## config.mk

```make
export PLATFORM = sky130hd
export DESIGN_NAME = array_pool_linked_list
export DESIGN_NICKNAME = d
export VERILOG_FILES = /design/src/hdl/apll_pkg.sv /design/src/hdl/array_pool_linked_list.sv
export SDC_FILE = /design/constraint.sdc
export NUM_CORES = 2
export LEC_CHECK = 0
export ABC_AREA = 1
export BUFFER_PORTS_ARGS = -buffer_cell sky130_fd_sc_hd__buf_2
export CORE_ASPECT_RATIO = 0.8
export CORE_MARGIN = 2
export CORE_UTILIZATION = 54
export CTS_CLUSTER_SIZE = 40
export DETAILED_ROUTE_END_ITERATION = 10
export PLACE_DENSITY_LB_ADDON = 0.05
export SYNTH_ARGS = -nofsm -noshare
export SYNTH_HDL_FRONTEND = slang
export SYNTH_SLANG_ARGS = --single-unit
```

## constraint.sdc

```tcl
create_clock -name clk -period 6.2 [get_ports clk]
set_input_delay 0.93 -clock clk [delete_from_list [all_inputs] [get_ports clk]]
set_output_delay 0.93 -clock clk [all_outputs]
set_load 0.02 [all_outputs]
```

## src/hdl/apll_pkg.sv

```systemverilog
// Shared types and codes for the pooled singly linked list.
`timescale 1ns / 1ps

package apll_pkg;

    localparam int LINK_W  = 7;
    localparam int SLOT_W  = 6;
    localparam int VALUE_W = 32;

    localparam logic [LINK_W-1:0] LINK_NULL = '1;

    typedef enum logic
    {
        MODE_APPEND = 1'b0,
        MODE_DELETE = 1'b1
    } mode_t;

    typedef enum logic [1:0]
    {
        ST_DONE     = 2'd0,
        ST_FULL     = 2'd1,
        ST_NOTFOUND = 2'd2
    } status_t;

    typedef enum logic [1:0]
    {
        S_IDLE,
        S_APPEND_WALK,
        S_DELETE_WALK,
        S_EMIT
    } state_t;

    typedef struct packed
    {
        mode_t                      mode;
        logic signed [VALUE_W-1:0]  value;
    } apll_in_t;

    typedef struct packed
    {
        status_t            status;
        logic [SLOT_W-1:0]  slot;
    } apll_out_t;

endpackage

```

## src/hdl/array_pool_linked_list.sv

```systemverilog
// Singly linked list in a fixed node pool: append at tail, delete first match.
//
//  channel | signals                       | transfer when
//  --------+-------------------------------+-----------------------
//  in      | in_valid, in_ready, in_data   | in_valid & in_ready
//  out     | out_valid, out_ready, out_data| out_valid & out_ready
//
// One item at a time. Append to an empty list or a full pool, or delete on an
// empty list, goes from idle straight to emit. Otherwise the walk visits up to
// POOL_NODES nodes; one link memory read per cycle sets the pace.
// Reset needs no clearing pass; node memories are only read after written.
// A new item is taken while the previous result waits in the output register;
// a stalled output holds the next result in its own stage.
`timescale 1ns / 1ps

module array_pool_linked_list
    import apll_pkg::*;
#(
    parameter int POOL_NODES = 64
)
(
    input  logic      clk,
    input  logic      rst_n,
    input  logic      in_valid,
    output logic      in_ready,
    input  apll_in_t  in_data,
    output logic      out_valid,
    input  logic      out_ready,
    output apll_out_t out_data
);

    localparam int AW = (POOL_NODES > 1) ? $clog2(POOL_NODES) : 1;
    localparam logic [LINK_W-1:0] NODE_LIM  = LINK_W'(POOL_NODES);
    localparam logic [AW-1:0]     LAST_STEP = AW'(POOL_NODES - 1);

    logic [VALUE_W-1:0] value_mem [POOL_NODES];
    logic [LINK_W-1:0]  link_mem  [POOL_NODES];

    state_t             state_reg, state_next;
    logic [LINK_W-1:0]  head_reg, head_next;
    logic [LINK_W-1:0]  next_free_reg, next_free_next;
    logic [AW-1:0]      cur_reg, cur_next;
    logic [AW-1:0]      prev_reg, prev_next;
    logic               prev_valid_reg, prev_valid_next;
    logic [AW-1:0]      steps_reg, steps_next;
    logic [AW-1:0]      fresh_reg, fresh_next;
    logic [VALUE_W-1:0] key_reg, key_next;
    apll_out_t          res_reg, res_next;
    logic               out_valid_reg, out_valid_next;
    apll_out_t          out_reg, out_next;

    logic [VALUE_W-1:0] value_rd_reg;
    logic [LINK_W-1:0]  link_rd_reg;

    logic [AW-1:0]      rd_addr;
    logic               value_we;
    logic               link_we;
    logic [AW-1:0]      link_waddr;
    logic [LINK_W-1:0]  link_wdata;

    logic               accept;
    logic               pool_full;
    logic               head_end;
    logic               link_end;
    logic               last_step;
    logic               match;
    logic               out_free;

    assign in_ready  = (state_reg == S_IDLE);
    assign accept    = in_valid && in_ready;
    assign pool_full = (next_free_reg >= NODE_LIM);
    assign head_end  = (head_reg >= NODE_LIM);
    assign link_end  = (link_rd_reg >= NODE_LIM);
    assign last_step = (steps_reg == LAST_STEP);
    assign match     = (value_rd_reg == key_reg);
    assign out_free  = !out_valid_reg || out_ready;

    assign out_valid = out_valid_reg;
    assign out_data  = out_reg;

    // next state
    always_comb
    begin
        state_next = state_reg;
        unique case (state_reg)
            S_IDLE:
            begin
                if (accept)
                begin
                    if (in_data.mode == MODE_APPEND)
                        state_next = (pool_full || head_end) ? S_EMIT : S_APPEND_WALK;
                    else
                        state_next = head_end ? S_EMIT : S_DELETE_WALK;
                end
            end
            S_APPEND_WALK:
            begin
                if (link_end || last_step)
                    state_next = S_EMIT;
            end
            S_DELETE_WALK:
            begin
                if (match || link_end || last_step)
                    state_next = S_EMIT;
            end
            S_EMIT:
            begin
                if (out_free)
                    state_next = S_IDLE;
            end
            default: state_next = S_IDLE;
        endcase
    end

    // datapath and memory control
    always_comb
    begin
        head_next       = head_reg;
        next_free_next  = next_free_reg;
        cur_next        = cur_reg;
        prev_next       = prev_reg;
        prev_valid_next = prev_valid_reg;
        steps_next      = steps_reg;
        fresh_next      = fresh_reg;
        key_next        = key_reg;
        res_next        = res_reg;
        out_valid_next  = out_valid_reg && !out_ready;
        out_next        = out_reg;
        rd_addr         = link_rd_reg[AW-1:0];
        value_we        = 1'b0;
        link_we         = 1'b0;
        link_waddr      = cur_reg;
        link_wdata      = LINK_NULL;

        unique case (state_reg)
            S_IDLE:
            begin
                rd_addr = head_reg[AW-1:0];
                if (accept)
                begin
                    key_next        = in_data.value;
                    cur_next        = head_reg[AW-1:0];
                    steps_next      = '0;
                    prev_valid_next = 1'b0;
                    if (in_data.mode == MODE_APPEND)
                    begin
                        if (pool_full)
                        begin
                            res_next = '{status: ST_FULL, slot: '0};
                        end
                        else
                        begin
                            fresh_next     = next_free_reg[AW-1:0];
                            value_we       = 1'b1;
                            link_we        = 1'b1;
                            link_waddr     = next_free_reg[AW-1:0];
                            link_wdata     = LINK_NULL;
                            next_free_next = next_free_reg + LINK_W'(1);
                            res_next = '{status: ST_DONE,
                                         slot: SLOT_W'(next_free_reg[AW-1:0])};
                            if (head_end)
                                head_next = LINK_W'(next_free_reg[AW-1:0]);
                        end
                    end
                    else if (head_end)
                    begin
                        res_next = '{status: ST_NOTFOUND, slot: '0};
                    end
                end
            end
            S_APPEND_WALK:
            begin
                link_wdata = LINK_W'(fresh_reg);
                if (link_end)
                begin
                    link_we    = 1'b1;
                    link_waddr = cur_reg;
                end
                else if (last_step)
                begin
                    link_we    = 1'b1;
                    link_waddr = link_rd_reg[AW-1:0];
                end
                else
                begin
                    cur_next   = link_rd_reg[AW-1:0];
                    steps_next = steps_reg + AW'(1);
                end
            end
            S_DELETE_WALK:
            begin
                link_waddr = prev_reg;
                link_wdata = link_rd_reg;
                if (match)
                begin
                    if (prev_valid_reg)
                        link_we = 1'b1;
                    else
                        head_next = link_rd_reg;
                    res_next = '{status: ST_DONE, slot: SLOT_W'(cur_reg)};
                end
                else if (link_end || last_step)
                begin
                    res_next = '{status: ST_NOTFOUND, slot: '0};
                end
                else
                begin
                    prev_next       = cur_reg;
                    prev_valid_next = 1'b1;
                    cur_next        = link_rd_reg[AW-1:0];
                    steps_next      = steps_reg + AW'(1);
                end
            end
            S_EMIT:
            begin
                if (out_free)
                begin
                    out_valid_next = 1'b1;
                    out_next       = res_reg;
                end
            end
            default:
            begin
                out_valid_next = 1'b0;
            end
        endcase
    end

    always_ff @(posedge clk or negedge rst_n)
    begin
        if (!rst_n)
        begin
            state_reg      <= S_IDLE;
            head_reg       <= LINK_NULL;
            next_free_reg  <= '0;
            prev_valid_reg <= 1'b0;
            out_valid_reg  <= 1'b0;
        end
        else
        begin
            state_reg      <= state_next;
            head_reg       <= head_next;
            next_free_reg  <= next_free_next;
            prev_valid_reg <= prev_valid_next;
            out_valid_reg  <= out_valid_next;
        end
    end

    always_ff @(posedge clk)
    begin
        cur_reg   <= cur_next;
        prev_reg  <= prev_next;
        steps_reg <= steps_next;
        fresh_reg <= fresh_next;
        key_reg   <= key_next;
        res_reg   <= res_next;
        out_reg   <= out_next;
    end

    // node memories, registered read
    always_ff @(posedge clk)
    begin
        if (value_we)
            value_mem[next_free_reg[AW-1:0]] <= in_data.value;
        value_rd_reg <= value_mem[rd_addr];
    end

    always_ff @(posedge clk)
    begin
        if (link_we)
            link_mem[link_waddr] <= link_wdata;
        link_rd_reg <= link_mem[rd_addr];
    end

`ifndef SYNTHESIS
    a_free_bound: assert property (@(posedge clk) disable iff (!rst_n)
        next_free_reg <= NODE_LIM)
        else $error("allocation pointer beyond pool");

    a_head_allocated: assert property (@(posedge clk) disable iff (!rst_n)
        head_reg == LINK_NULL || head_reg < next_free_reg)
        else $error("list head points at unallocated slot");

    a_walk_allocated: assert property (@(posedge clk) disable iff (!rst_n)
        (state_reg == S_APPEND_WALK || state_reg == S_DELETE_WALK)
        |-> (LINK_W'(cur_reg) < next_free_reg))
        else $error("walk reached unallocated slot");

    a_accept_leaves_idle: assert property (@(posedge clk) disable iff (!rst_n)
        accept |=> state_reg != S_IDLE)
        else $error("accepted item produced no work");

    a_emit_loads: assert property (@(posedge clk) disable iff (!rst_n)
        (state_reg == S_EMIT && out_free) |=> out_valid_reg)
        else $error("result not presented");
`endif

endmodule
```

==> results.cfg <==
[logic_synthesis]
synthCells = 10003
synth_nets = 10047
ys_seq_area_share_pct = 70.7
synth_edf_count = 2568
ys_seq_elements = 2625
ys_async_sr_fraction_pct = 0.686
ys_warn_count = 0
synth_flop_cell = edfxtp_1
avgSynthCellArea_sq_um = 11.1
ys_types = 36
synthesis.area_sq_um = 111000

[worst_setup_path]
cpPeakStageDelay_ns = 1.22
cp.required_ns = 6.72
worstSetupEndpointType = flop
cp_cell_sequence = inv_1 > ha_1 > nand2_4 > inv_4 > nand3_1 > inv_1 > nand3_1 > nor2_4
crit_fanout = 41
criticalPathCategory = reg2reg
worst_path_max_delay_cell = nor2_4
crit_family = simple AND/OR/NAND/NOR gates
critPathArrivalTime_ns = 4.93
start_kind = flop
cp_num_buf_inv = 3

[placed_design]
dp_slack_ns = 1.52
dp_cells = 12366
io_buffers = 46
dp.final_hpwl_mm = 177
post_dp_cell_area_sq_um = 114000
gp_congestion = 0.896

[sta]
whs_ns = 0.333
slew_viol_final = 0
final-setup-viol-count = 0
fmax_mhz = 227
grt_setup_unrepaired = no
finalSetupTns_ns = 0
fin_ws_ns = 1.80
slew_headroom_pct = 11.0
hold_viol = 0
tightest_slew_ns = 1.34
fin_crit_sh_pct = 71.0
finalCriticalPeriod_ns = 4.40
final.setup_skew_ns = 0.0438

[final_layout]
fin_cells = 12840
fill_cells = 16583
final_cell_mix = nand2_1 (3263), edfxtp_1 (2568), nand3_1 (1603)
design_area_sq_um = 122000
layout_commonest_cell = nand2_1
largest_register_ff_count = 2048
utilization_pct = 60.0
seqCellArea_sq_um = 78400
layout.nets = 9994
drive_gt1_share_pct = 6.78
multi_input_area_sq_um = 25400
area_growth_pct = 10.4

[cts]
path_clk_slew_ns = 0.06
clkSinkCount = 2625
cts_tree = built
cts.htree.levels = 5
cts_buffers = 281
cts-resized-gates = 0
cts_root_buffer = clkbuf_16
cts_buffer_depth = 4
worstSkewPairLatency_ns = 0.93

[floorplan]
top_level_ports = 47
initial_core_util_pct = 54.4
die-height_microns = 409
fp.dieW_microns = 510
core-area_sq_um = 204000
die-area_sq_um = 209000
rows = 148

[pwr]
fin_total_pwr_mw = 65.6
ir_worst_vdd_mv = 0.683
p_leak_nw = 47.4
powerDensity_nw_per_um2 = 537

[drt]
drc = 0
post_drt_wl_per_cell_microns = 24.8
drt_iter0_drc = 9715
via_per_inst = 5.71
num_vias = 73357
ant_nets = 0
wirelength_mm = 318
drt-pass1-iter-count = 8

[grt]
grt_max_degree = 156
grt_first_pass_wirelength_mm = 466
grt_pass1_vias = 69250
globalRouteOverflowTotal = 0
antenna_found_initial = 14
grt_use_total_pct = 30.4

[min_path]
hold_class = in2reg

[job]
cap_violations = 0

[run_status]
outcome = finished, final reports clean
==> power breakdown <==
part	switching [mW]	internal, mW	total (mW)
combinational	21.7	7.05	28.7
clock	6.69	9.00	15.7
sequential	0.219	21.0	21.2
total	28.6	37.1	65.6
==> cells in the mapped netlist (7+ instances only) <==
cell type	number	area [sq um]
dfstp_2	7	184
nand2_1	3265	12300
nand3_1	1609	8050
buf_6	25	282
buf_1	41	154
edfxtp_1	2568	77100
buf_2	240	1200
ha_1	7	87.6
dfxtp_1	39	781
nand3_2	12	120
nor2_1	130	488
o211ai_1	386	2900
buf_4	70	526
o21ai_0	21	105
dfrtp_1	11	275
nand2_2	11	68.8
xnor2_1	13	114
nor3_1	53	265
inv_1	1260	4730
a21oi_1	11	55.1
clkbuf_1	182	683
==> kinds of logic (layout without fill, tap and decap cells) <==
family                     count (synthesis)  in the layout  share of synthesized area (%)
DFF                                     2625           2625                           70.7
xor gates and xnor gates                  15             15                          0.119
and+or+nand+nor                         5095           5095                           19.3
buffers and inverters                   1825           1958                           6.87
adders and majority gates                  7              7                         0.0791
other                                      0              4                              0
AOI/OAI and AO/OA                        436            436                           2.89
==> timing repair <==
item                      in CTS  in global routing
hold buffers                   1                  0
setup buffers                  0                  0
hold endpoints to repair      11                  0
==> path summary, 6_finish.rpt <==
path                                    from                end  slack, ns  cells after the start
worst max register to register  state_reg[0]  value_mem[50][22]       1.80                      8
worst min-delay path              in_data[0]   value_mem[28][0]       0.33                      1
worst max-delay path            state_reg[0]  value_mem[50][22]       1.80                      8
worst min register to register    res_reg[1]        out_data[1]       0.42                      0
max in group asynchronous              rst_n   next_free_reg[1]       5.27                      2
min in group asynchronous              rst_n       state_reg[1]       0.53                      2
==> metal layers <==
layer	track usage, %	wire, microns	share of wire, %
met1	46.2	140000	44
met2	44.7	139000	44
met3	5.85	30700	9.6
met4	8.55	9040	2.8
met5	0	0	0
==> final cells by class <==
cell class                      count  share of cell area [%]
Clock inverter                     94                   0.551
Multi-Input combinational cell   5553                    20.8
Timing Repair Buffer              222                    1.65
Sequential cell                  2625                    64.1
Tap cell                         2700                    2.76
Inverter                         1267                    3.91
Antenna cell                        4                 0.00819
Clock buffer                      375                    6.26
No activity file was read; power rests on OpenSTA's default activity.
